$ cat src/rtl/srtw_pkg.sv
// ----------------------------------------------------------------------------
// srtw_pkg
// Shared constants, types and the threshold ladder for the symbol rate to
// timing word converter.
// ----------------------------------------------------------------------------
package srtw_pkg;

    localparam int RATE_W       = 23;   // clamped rate fits below 2^23
    localparam int NUM_W        = 30;   // numerator of the inverse word
    localparam int DIV_BITS     = 9;    // inverse quotient stays below 512
    localparam int REM_W        = RATE_W;
    localparam int DEC_W        = 2;
    localparam int WORD_W       = 21;
    localparam int INV_W        = 8;
    localparam int EST_W        = 22;   // rate word estimate, up to 2^21
    localparam int RECIP_W      = 22;
    localparam int RECIP_SHIFT  = 23;
    localparam int WORD_SHIFT   = 17;   // 2^24 / 57840000 == 2^17 / 451875
    localparam int DIVISOR_W    = 19;
    localparam int PROD_W       = RATE_W + RECIP_W;
    localparam int CHK_W        = EST_W + DIVISOR_W;
    localparam int SCALED_W     = RATE_W + WORD_SHIFT;

    localparam int FRONT_STAGES = 3;
    localparam int WORD_STAGES  = 3;
    localparam int WORD_DELAY   = DIV_BITS - WORD_STAGES;
    localparam int PIPE_LATENCY = FRONT_STAGES + DIV_BITS;

    localparam logic [RATE_W-1:0]    RATE_MIN = 23'd870000;
    localparam logic [RATE_W-1:0]    RATE_MAX = 23'd7230000;
    localparam logic [NUM_W-1:0]     INV_NUM  = 30'd925440000;
    localparam logic [DIVISOR_W-1:0] SYS_DIV  = 19'd451875;
    localparam logic [RECIP_W-1:0]   RECIP    = 22'((64'd1 << 40) / 64'd451875);
    localparam logic [WORD_W-1:0]    WORD_MAX = 21'h1FFFFF;
    localparam logic [INV_W-1:0]     INV_SAT  = 8'hFF;

    typedef logic [RATE_W-1:0] rate_t;

    typedef struct packed {
        logic [DEC_W-1:0] dec;
        logic             filt;
    } ladder_t;

    // one restoring division step's working set
    typedef struct packed {
        logic [REM_W-1:0]    rem;
        logic [DIV_BITS-1:0] low;
        rate_t               den;
        logic [DIV_BITS-1:0] quo;
    } div_stage_t;

    typedef struct packed {
        ladder_t lad;
        rate_t   x;      // rate scaled by 2^dec
    } side_t;

    typedef struct packed {
        ladder_t           lad;
        logic [WORD_W-1:0] word;
    } word_t;

    function automatic ladder_t ladder_lookup(rate_t r);
        ladder_t res;
        if (r < 23'd587804)       res = '{dec: 2'd3, filt: 1'b1};
        else if (r < 23'd903750)  res = '{dec: 2'd3, filt: 1'b0};
        else if (r < 23'd1175609) res = '{dec: 2'd2, filt: 1'b1};
        else if (r < 23'd1807500) res = '{dec: 2'd2, filt: 1'b0};
        else if (r < 23'd2351219) res = '{dec: 2'd1, filt: 1'b1};
        else if (r < 23'd3615000) res = '{dec: 2'd1, filt: 1'b0};
        else if (r < 23'd4702439) res = '{dec: 2'd0, filt: 1'b1};
        else                      res = '{dec: 2'd0, filt: 1'b0};
        return res;
    endfunction

endpackage

$ cat src/rtl/srtw_front.sv
// ----------------------------------------------------------------------------
// srtw_front
// Clamp, ladder lookup and operand preparation: three register stages.
// ----------------------------------------------------------------------------
module srtw_front (
    input  logic                        clk,
    input  logic                        rst_n,
    input  logic                        in_valid,
    input  logic [31:0]                 requested_rate,
    output logic                        out_valid,
    output srtw_pkg::div_stage_t        out_div,
    output srtw_pkg::side_t             out_side
);

    logic                   a_valid_reg, b_valid_reg, c_valid_reg;
    srtw_pkg::rate_t        a_rate_reg, a_rate_next;
    srtw_pkg::rate_t        b_rate_reg;
    srtw_pkg::ladder_t      b_lad_reg, b_lad_next;
    srtw_pkg::div_stage_t   c_div_reg, c_div_next;
    srtw_pkg::side_t        c_side_reg, c_side_next;

    logic [srtw_pkg::NUM_W-1:0]    num;
    logic [srtw_pkg::RATE_W+2:0]   x_wide;

    always_comb
    begin
        if (requested_rate > {9'd0, srtw_pkg::RATE_MAX})
            a_rate_next = srtw_pkg::RATE_MAX;
        else if (requested_rate < {9'd0, srtw_pkg::RATE_MIN})
            a_rate_next = srtw_pkg::RATE_MIN;
        else
            a_rate_next = requested_rate[srtw_pkg::RATE_W-1:0];
    end

    assign b_lad_next = srtw_pkg::ladder_lookup(a_rate_reg);

    always_comb
    begin
        num = (srtw_pkg::INV_NUM >> b_lad_reg.dec)
            + {{(srtw_pkg::NUM_W-srtw_pkg::RATE_W+1){1'b0}},
               b_rate_reg[srtw_pkg::RATE_W-1:1]};
        // rate << dec stays at or below 7230000 on every rung
        x_wide = {3'b000, b_rate_reg} << b_lad_reg.dec;

        c_div_next.rem = srtw_pkg::REM_W'(num >> srtw_pkg::DIV_BITS);
        c_div_next.low = num[srtw_pkg::DIV_BITS-1:0];
        c_div_next.den = b_rate_reg;
        c_div_next.quo = '0;

        c_side_next.lad = b_lad_reg;
        c_side_next.x   = x_wide[srtw_pkg::RATE_W-1:0];
    end

    always_ff @(posedge clk or negedge rst_n)
    begin
        if (!rst_n)
        begin
            a_valid_reg <= 1'b0;
            b_valid_reg <= 1'b0;
            c_valid_reg <= 1'b0;
        end
        else
        begin
            a_valid_reg <= in_valid;
            b_valid_reg <= a_valid_reg;
            c_valid_reg <= b_valid_reg;
        end
    end

    always_ff @(posedge clk)
    begin
        a_rate_reg <= a_rate_next;
        b_rate_reg <= a_rate_reg;
        b_lad_reg  <= b_lad_next;
        c_div_reg  <= c_div_next;
        c_side_reg <= c_side_next;
    end

    assign out_valid = c_valid_reg;
    assign out_div   = c_div_reg;
    assign out_side  = c_side_reg;

endmodule

$ cat src/rtl/srtw_div_step.sv
// ----------------------------------------------------------------------------
// srtw_div_step
// One registered restoring division step: one quotient bit per stage.
// ----------------------------------------------------------------------------
module srtw_div_step (
    input  logic                    clk,
    input  logic                    rst_n,
    input  logic                    in_valid,
    input  srtw_pkg::div_stage_t    in_stage,
    output logic                    out_valid,
    output srtw_pkg::div_stage_t    out_stage
);

    logic                           valid_reg;
    srtw_pkg::div_stage_t           stage_reg, stage_next;
    logic [srtw_pkg::REM_W:0]       trial;
    logic [srtw_pkg::REM_W:0]       diff;
    logic                           fits;

    always_comb
    begin
        // bring down the next numerator bit
        trial = {in_stage.rem, in_stage.low[srtw_pkg::DIV_BITS-1]};
        diff  = trial - {1'b0, in_stage.den};
        fits  = (trial >= {1'b0, in_stage.den});

        stage_next.rem = fits ? diff[srtw_pkg::REM_W-1:0] : trial[srtw_pkg::REM_W-1:0];
        stage_next.low = {in_stage.low[srtw_pkg::DIV_BITS-2:0], 1'b0};
        stage_next.den = in_stage.den;
        stage_next.quo = {in_stage.quo[srtw_pkg::DIV_BITS-2:0], fits};
    end

    always_ff @(posedge clk or negedge rst_n)
    begin
        if (!rst_n)
            valid_reg <= 1'b0;
        else
            valid_reg <= in_valid;
    end

    always_ff @(posedge clk)
    begin
        stage_reg <= stage_next;
    end

    assign out_valid = valid_reg;
    assign out_stage = stage_reg;

endmodule

$ cat src/rtl/srtw_rate_word.sv
// ----------------------------------------------------------------------------
// srtw_rate_word
// Rate word by reciprocal multiply with one correction step, then a delay
// line that lines it up with the end of the divider chain.
// ----------------------------------------------------------------------------
module srtw_rate_word (
    input  logic                clk,
    input  srtw_pkg::side_t     in_side,
    output srtw_pkg::word_t     out_word
);

    logic [srtw_pkg::PROD_W-1:0]    prod;
    logic [srtw_pkg::EST_W-1:0]     e1_est_reg, e2_est_reg;
    srtw_pkg::side_t                e1_side_reg, e2_side_reg;
    logic [srtw_pkg::CHK_W-1:0]     chk;
    logic [srtw_pkg::CHK_W-1:0]     e2_chk_reg;
    logic [srtw_pkg::SCALED_W-1:0]  remain;
    logic [srtw_pkg::EST_W-1:0]     fixed;
    srtw_pkg::word_t                w3_next;
    srtw_pkg::word_t                line_reg [srtw_pkg::WORD_DELAY+1];

    // estimate is exact or one low
    assign prod = {{srtw_pkg::RECIP_W{1'b0}}, in_side.x}
                * {{srtw_pkg::RATE_W{1'b0}}, srtw_pkg::RECIP};

    assign chk = {{srtw_pkg::DIVISOR_W{1'b0}}, e1_est_reg}
               * {{srtw_pkg::EST_W{1'b0}}, srtw_pkg::SYS_DIV};

    always_comb
    begin
        remain = {e2_side_reg.x, {srtw_pkg::WORD_SHIFT{1'b0}}}
               - e2_chk_reg[srtw_pkg::SCALED_W-1:0];
        fixed  = e2_est_reg
               + srtw_pkg::EST_W'(remain >= srtw_pkg::SCALED_W'(srtw_pkg::SYS_DIV));
        w3_next.lad  = e2_side_reg.lad;
        w3_next.word = fixed[srtw_pkg::WORD_W] ? srtw_pkg::WORD_MAX
                                               : fixed[srtw_pkg::WORD_W-1:0];
    end

    always_ff @(posedge clk)
    begin
        e1_est_reg  <= prod[srtw_pkg::PROD_W-1:srtw_pkg::RECIP_SHIFT];
        e1_side_reg <= in_side;
        e2_est_reg  <= e1_est_reg;
        e2_chk_reg  <= chk;
        e2_side_reg <= e1_side_reg;
        line_reg[0] <= w3_next;
        for (int i = 1; i <= srtw_pkg::WORD_DELAY; i++)
        begin
            line_reg[i] <= line_reg[i-1];
        end
    end

    assign out_word = line_reg[srtw_pkg::WORD_DELAY];

endmodule

$ cat src/rtl/symbol_rate_to_timing_words_top.sv
// ----------------------------------------------------------------------------
// symbol_rate_to_timing_words_top
// Symbol rate to demodulator timing words for a 57.84 MHz system clock.
// ----------------------------------------------------------------------------
//
//   channel   handshake           payload
//   -------   -----------------   ------------------------------------------
//   request   start / busy        requested_rate
//   result    done (strobe)       decimation, filter_enable, rate_word,
//                                 inverse_rate
//
// A request is taken in every cycle; busy stays low.
// Each result passes through three front stages (clamp, ladder, operand setup)
// and nine divider stages, one quotient bit each.
// The rate word runs beside the divider in two multiply stages and a correction
// stage, then a delay line.
// Reset clears the valid bits only; results are never held off by the receiver.
//
module symbol_rate_to_timing_words_top (
    input  logic        clk,
    input  logic        rst_n,
    input  logic        start,
    output logic        busy,
    input  logic [31:0] requested_rate,
    output logic        done,
    output logic [1:0]  decimation,
    output logic        filter_enable,
    output logic [20:0] rate_word,
    output logic [7:0]  inverse_rate
);

    logic                   chain_valid [srtw_pkg::DIV_BITS+1];
    srtw_pkg::div_stage_t   chain_stage [srtw_pkg::DIV_BITS+1];
    srtw_pkg::side_t        side;
    srtw_pkg::word_t        word;
    srtw_pkg::div_stage_t   last;

    assign busy = 1'b0;

    srtw_front u_front (
        .clk            (clk),
        .rst_n          (rst_n),
        .in_valid       (start && !busy),
        .requested_rate (requested_rate),
        .out_valid      (chain_valid[0]),
        .out_div        (chain_stage[0]),
        .out_side       (side)
    );

    for (genvar g = 0; g < srtw_pkg::DIV_BITS; g++)
    begin : g_div
        srtw_div_step u_step (
            .clk       (clk),
            .rst_n     (rst_n),
            .in_valid  (chain_valid[g]),
            .in_stage  (chain_stage[g]),
            .out_valid (chain_valid[g+1]),
            .out_stage (chain_stage[g+1])
        );
    end

    srtw_rate_word u_word (
        .clk      (clk),
        .in_side  (side),
        .out_word (word)
    );

    assign last          = chain_stage[srtw_pkg::DIV_BITS];
    assign done          = chain_valid[srtw_pkg::DIV_BITS];
    assign decimation    = word.lad.dec;
    assign filter_enable = word.lad.filt;
    assign rate_word     = word.word;
    // quotient top bit means the inverse is past 255
    assign inverse_rate  = last.quo[srtw_pkg::DIV_BITS-1] ? srtw_pkg::INV_SAT
                                                          : last.quo[srtw_pkg::INV_W-1:0];

endmodule

$ cat config.mk
export PLATFORM = sky130hd
export DESIGN_NAME = symbol_rate_to_timing_words_top
export DESIGN_NICKNAME = d
export VERILOG_FILES = /design/src/rtl/srtw_pkg.sv /design/src/rtl/srtw_front.sv /design/src/rtl/srtw_div_step.sv /design/src/rtl/srtw_rate_word.sv /design/src/rtl/symbol_rate_to_timing_words_top.sv
export SDC_FILE = /design/constraint.sdc
export NUM_CORES = 2
export LEC_CHECK = 0
export ABC_CLOCK_PERIOD_IN_PS = 13400
export BUFFER_PORTS_ARGS = -buffer_cell sky130_fd_sc_hd__buf_2
export CORE_ASPECT_RATIO = 1.75
export CORE_MARGIN = 3
export CORE_UTILIZATION = 45
export CTS_CLUSTER_SIZE = 16
export DETAILED_ROUTE_END_ITERATION = 10
export MAX_ROUTING_LAYER = met4
export PLACE_DENSITY = 0.57
export SLEW_MARGIN = 0
export SYNTH_ARGS = -nofsm -noshare
export SYNTH_HDL_FRONTEND = slang
export SYNTH_SLANG_ARGS = --single-unit
$ cat constraint.sdc
create_clock -name clk -period 13.4 [get_ports clk]
set_input_delay 2.68 -clock clk [delete_from_list [all_inputs] [get_ports clk]]
set_output_delay 2.68 -clock clk [all_outputs]
set_load 0.02 [all_outputs]
### Yosys cells after proc, flatten, opt, wreduce, memory -nomap -nowiden

Memory sizes are Yosys's and may differ from the RTL's.
Cells that the tools add are included.

* output and inout bits: 34
* register bits after elaboration: 725
* input port bits: 35
* memories kept: 1
* memory bits (writable): 168

Memories
* u_word.line_reg: depth 7, width 24, read ports 7, clocked after Yosys merged registers in 0, wr ports 7, RTL line srtw_rate_word.sv:20 `srtw_pkg::word_t line_reg [srtw_pkg::WORD_DELAY+1];`

* $mul: 2
* shifts and indexed selects: 2
* reductions and logical operators: 3
* mux-type cells: 17
* magnitude comparators: 19
* add/subtract/negate cells: 11

Operators with widths (count)
* 24-bit by 23-bit greater-or-equal comparator with 1-bit output: 8
* 23-bit 2-to-1 mux: 8
* 23-bit subtractor: 7
* 23-bit by 20-bit < comparator with 1-bit output (second input constant): 2
* 23-bit by 21-bit < comparator with 1-bit output (second input constant): 2
* 23-bit by 22-bit < comparator with 1-bit output (second input constant): 2
* 23-bit by 20-bit multiplier with 43-bit output (second input constant): 1
* 40-bit by 19-bit greater-or-equal comparator with 1-bit output (second input constant): 1
* 22-bit by 19-bit multiplier with 40-bit output (second input constant): 1
* 40-bit subtractor: 1
* 32-bit by 23-bit > comparator with 1-bit output (second input constant): 1
* 32-bit by 20-bit < comparator with 1-bit output (second input constant): 1
* 30-bit by 22-bit adder with 30-bit output: 1
* 30-bit by 2-bit right shift with 30-bit output (first input constant): 1
* 22-bit by 23-bit greater-or-equal comparator with 1-bit output: 1
* 23-bit < comparator (second input constant): 1
* 23-bit by 2-bit << shifter with 23-bit output: 1
* 22-bit by 23-bit subtractor with 23-bit output: 1
* 22-bit by 1-bit adder with 22-bit output: 1
* 22-bit 2-to-1 mux: 1
* 21-bit 2-to-1 mux: 1
* 8-bit 2-to-1 mux: 1
* 3-bit 2-to-1 mux: 2
* 2-bit 2-to-1 mux: 2
* 3 further kinds: 5

### Longest topological paths before layout

* depth in word-level cells: 7
* depth in mapped cells: 23
* mapped depth without buffers: 23

### Cells and area by module

From an unflattened synthesis, not the netlist that was laid out.

* cells, all modules: 5061
* area, all modules: 52639.2 um2

By module, submodules not included
* srtw_div_step (g_div[0].u_step ...): instances 7, area an instance 2985.4 um2, sequential area each 1286.2 um2, cells each 288
* srtw_rate_word: instances 1, area an instance 20573.5 um2, sequential area each 6065.8 um2, cells each 1953
* srtw_front: instances 1, area an instance 4865.9 um2, sequential area each 2477.4 um2, cells each 433
* srtw_div_step (g_div[6].u_step): instances 1, area an instance 3263.1 um2, sequential area each 1286.2 um2, cells each 347
* srtw_div_step (g_div[7].u_step): instances 1, area an instance 2977.9 um2, sequential area each 1286.2 um2, cells each 302
* symbol_rate_to_timing_words_top: instances 1, area an instance 61.3 um2, sequential area each 0.0 um2, cells each 10

### Worst setup path after synthesis

OpenSTA, ideal clock, no wires.

* path type: reg-to-reg
* from: register u_front.c_side_reg, in the netlist u_front.out_side[6]
* to: register u_word.e1_est_reg[20] (netlist bit)
* stages on the path, launching flop included: 22
* data required time: 13.280 ns
* slack: 7.431 ns
* buffers on the path: 0
* data arrival time: 5.848 ns
* clock period less this slack: 5.969 ns
* path through: dfxtp_1 > ha_1 > ha_1 > inv_1 > fa_1 > inv_1 > fa_1 > fa_1 > inv_1 > fa_1 > inv_1 > fa_1 > ha_1 > o21ai_0 > o211ai_1 > a21oi_1 > o221a_2 > o21ai_0 > a21oi_1 > o21ai_0 > a41oi_1 > xnor2_1

* cells in the longest elaborated chain, start to end: 1

Ends and longest elaborated chain
* start: declaration: RTL line srtw_front.sv:20 `srtw_pkg::side_t c_side_reg, c_side_next;`
* start signal: assignment: RTL line srtw_front.sv:76 `c_side_reg <= c_side_next;`
* 23-bit by 20-bit multiplier with 43-bit output: RTL line srtw_rate_word.sv:24 `* {{srtw_pkg::RATE_W{1'b0}}, srtw_pkg::RECIP};`
* via u_word.prod (one bit): RTL line srtw_rate_word.sv:12 `logic [srtw_pkg::PROD_W-1:0] prod;`
* end signal: assignment: RTL line srtw_rate_word.sv:42 `e1_est_reg <= prod[srtw_pkg::PROD_W-1:srtw_pkg::RECIP_SHIFT];`
* end: declaration: RTL line srtw_rate_word.sv:13 `logic [srtw_pkg::EST_W-1:0] e1_est_reg, e2_est_reg;`

The timed path passes the listed nets, and every way through them passes these cells.
A chain may end at the register's enable or synchronous reset.

### Final worst setup path

Ends and elaborated chain as after synthesis.

==> flow_summary_export.csv <==
group,metric,value,unit
global_routing,grt_pass1_wl,157000,um
floorplanning,die_area,106000,sq um
floorplanning,start_util,45.4,%
place,routabilityCongestion,0.900,
detailed_routing,met2_length,55400,um
synthesis,synth_top_area_share,36.6,%
final_layout,nNetsFinal,5440,
detailed_routing,drt-met1-wl,34000,um
sta,slew_viol_final,0,
cts,clock-sinks,848,
critical_path,crit_fanout,8,
global_routing,first_global_vias,31700,
detailed_routing,ant_nets,0,
synthesis,synth_area_leader_cell,"dfxtp_1",
cts,clock_latency,0.67,ns
cts,cts_tree,"done",
critical_path,slowest_delay,0.55,ns
floorplanning,ios,69,
critical_path,worstPathRequired,13.93,ns
sta,clock_skew,0.0259,ns
synthesis,ys.warnings.count,0,
detailed_routing,first_pass_iters,5,
floorplanning,core_area,101000,sq um
critical_path,path_cells,"ha_1, ha_1, inv_1, fa_1, inv_1, fa_1, fa_1, inv_1, fa_1, inv_1, fa_1, ha_1, o21ai_0, o211ai_1, a21oi_1, o221a_2, o21ai_0, a21oi_1, o21ai_0, a41oi_1, xnor2_1",
sta,finalHoldViolCount,0,
flow_run,drv_cap,0,
run_status,status,"complete, no violations",
synthesis,synth_edf_count,0,
sta,period_share,50.2,%
cts,root_buffer,"clkbuf_16",
sta,tns,0,ns
final_layout,syn_to_final_growth,10.4,%
cts,cts_max_path_buffers,3,
floorplanning,num_rows,154,
sta,rsz0062_at_grt,"false",
synthesis,syn_nets,5329,
global_routing,grt-ovfl-total,0,
synthesis,avgSynthCellArea,10.3,sq um
sta,fin_crit,6.73,ns
final_layout,post_route_cells_drive_above_1_share,8.72,%
critical_path,r2r-start,"u_front.out_side[6]",
cts,post_cts_buffers,0,
synthesis,synth.yosys.seq_area_share,37.3,%
detailed_routing,top_layer,"met4",
cts,h-tree-depth,3,
synthesis,postSynthCellCount,4459,
place,io_buffer_count,67,
detailed_routing,wl,95700,um
synthesis,ys_types,93,
global_routing,antenna_found_initial,1,
sta,setup_viol,0,
detailed_routing,vias_per_cell,5.04,
global_routing,grt_use_total,19.2,%
cts,clk_pin_slew_worst_paths,0.07,ns
critical_path,crit_path_frequent_cell,"fa_1",
synthesis,synth_ff_type,"dfxtp_1",
sta,worstMarginPinSlew,1.07,ns
synthesis,synthTopCellsByArea,"dfxtp_1 (37%), ha_1 (17%), fa_1 (10%)",
critical_path,arrival,7.26,ns
cts,holdBufCountCts,0,
detailed_routing,num_vias,30000,
place,dp_hpwl,78400,um
final_layout,largest_register_ffs,413,
synthesis,synth_area,45700,sq um
critical_path,crit_slowest_cell,"o21ai_0",
critical_path,worstSetupPathType,"reg -> reg",
detailed_routing,met3WireLength,2000,um
floorplanning,fp.dieW,247,um
synthesis,ys_seq_elements,848,
critical_path,critPathLaunch,"u_front.out_side[6]",
global_routing,grt_max_degree,44,
hold_path,hp-start,"u_word.e1_side_reg[17]",
sta,clock.fmax,0.149,GHz
cts,cts-buffers-inserted,82,
hold_path,hold_class,"reg -> reg",
synthesis,ys_async_sr_fraction,1.42,%
critical_path,startpoint_type,"flip-flop",
detailed_routing,avgRoutedWirePerCell,16.1,um
sta,slew_headroom,28.7,%
critical_path,critPathCaptureType,"flip-flop",
floorplanning,die_h,428,um
detailed_routing,drc,0,
detailed_routing,drtIter0Drc,967,
cts,cts_resized,0,
## final timing paths
check / slack, ns / cells past startpoint / endpoint
setup / recovery: 6.67 / 21 / u_word.e1_est_reg[20]
hold reg to reg: 0.32 / 0 / u_word.e2_side_reg[17]
min in group asynchronous: 1.87 / 1 / g_div[7].u_step.out_valid
hold / removal: 0.32 / 0 / u_word.e2_side_reg[17]
max in group asynchronous: 11.33 / 1 / u_front.b_valid_reg
setup reg to reg: 6.67 / 21 / u_word.e1_est_reg[20]
## synth_stat cells (all sizes together) (12+ instances only)
| library cell | number |
|---|---|
| dfxtp | 836 |
| inv | 781 |
| ha | 607 |
| fa | 228 |
| a21oi | 201 |
| nor2 | 182 |
| nand2 | 179 |
| xnor2 | 150 |
| o21ai | 137 |
| mux2 | 131 |
| a21o | 111 |
| xor2 | 84 |
| nand3 | 68 |
| nand4 | 49 |
| o21a | 45 |
| nor3 | 42 |
| a211oi | 40 |
| a31oi | 39 |
| and3 | 39 |
| nand2b | 36 |
| nor2b | 35 |
| o21bai | 33 |
| clkbuf | 28 |
| and2 | 26 |
| mux2i | 24 |
| buf | 22 |
| o211ai | 22 |
| or2 | 22 |
| nor4 | 21 |
| mux4 | 18 |
| o31ai | 18 |
| a211o | 17 |
| or3 | 17 |
| o41ai | 14 |
| a21boi | 13 |
| dfrtp | 12 |
## through the flow
step           area [sq um]  instances  hold slack [ns]  worst slack [ns]  util, %
2_1_floorplan         45700       4459            0.310              7.43        -
3_3_place_gp          47500       5812            0.310              6.74     47.2
3_5_place_dp          47500       5812            0.312              6.65     47.2
4_1_cts               50500       5957            0.317              6.64     50.1
5_1_grt               50500       5958            0.323              6.31     50.1
6_report              50500       5958            0.317              6.67     50.1
## cell usage in the layout, fill, tap and decap left out, types with 19 or more instances in the layout
| master | n |
|---|---|
| clkbuf_8 | 19 |
| dfxtp_1 | 836 |
| buf_2 | 67 |
| or2_2 | 22 |
| o21ai_0 | 131 |
| and2_1 | 26 |
| mux2_2 | 91 |
| a31oi_1 | 38 |
| nand2b_1 | 36 |
| mux2i_1 | 24 |
| fa_1 | 228 |
| nand4_1 | 49 |
| o211ai_1 | 22 |
| o21a_1 | 45 |
| nand3_1 | 68 |
| ha_1 | 607 |
| o21bai_1 | 32 |
| nand2_1 | 178 |
| a21o_1 | 111 |
| nor3_1 | 42 |
| xor2_1 | 84 |
| clkbuf_16 | 84 |
| a211oi_1 | 36 |
| mux2_4 | 25 |
| nor2_1 | 182 |
| inv_1 | 781 |
| and3_1 | 39 |
| nor2b_1 | 35 |
| a21oi_1 | 199 |
| xnor2_1 | 150 |
| nor4_1 | 21 |
## layer usage
metal / up-vias / global-route usage [%]
met3: 202 / 2.01
li1: 15200 / -
met1: 14200 / 17.5
met4: 0 / 8.88
met5: - / -
met2: 351 / 38.9
## critical path, delay by kind of cell (launching register included)
kind | cells | cell delay [ns]
buf+inv | 4 | 0.21
xor+xnor | 1 | 0.16
compound gates | 8 | 2.28
flops | 1 | 0.52
fa+ha+maj | 8 | 3.43
## cell type report
class / count / area [sq um]
multi-input combinational: 2780 / 25500
clock buffer: 109 / 2390
sequential: 848 / 17000
timing repair buffer: 77 / 410
inverter: 781 / 2930
antenna: 1 / 2.50
clock inverter: 36 / 562
tap: 1326 / 1660
fill: 9324 / 50300
## cell families (layout without fill, tap and decap cells)
logic type	Yosys count	in the layout	share of synthesized area, %
flip-flops	848	848	37.3
adder cells (fa/ha/maj)	835	835	26.6
buffers and inverters	831	1003	6.98
AO/OA/AOI/OAI	789	789	11.7
AND/OR/NAND/NOR	748	748	8.11
XOR/XNOR	234	234	4.48
multiplexers	173	173	4.84
other	1	2	0.00820
Power is not shown: default switching activity piles up to over one toggle a cycle in this logic, so the estimate is an artifact.
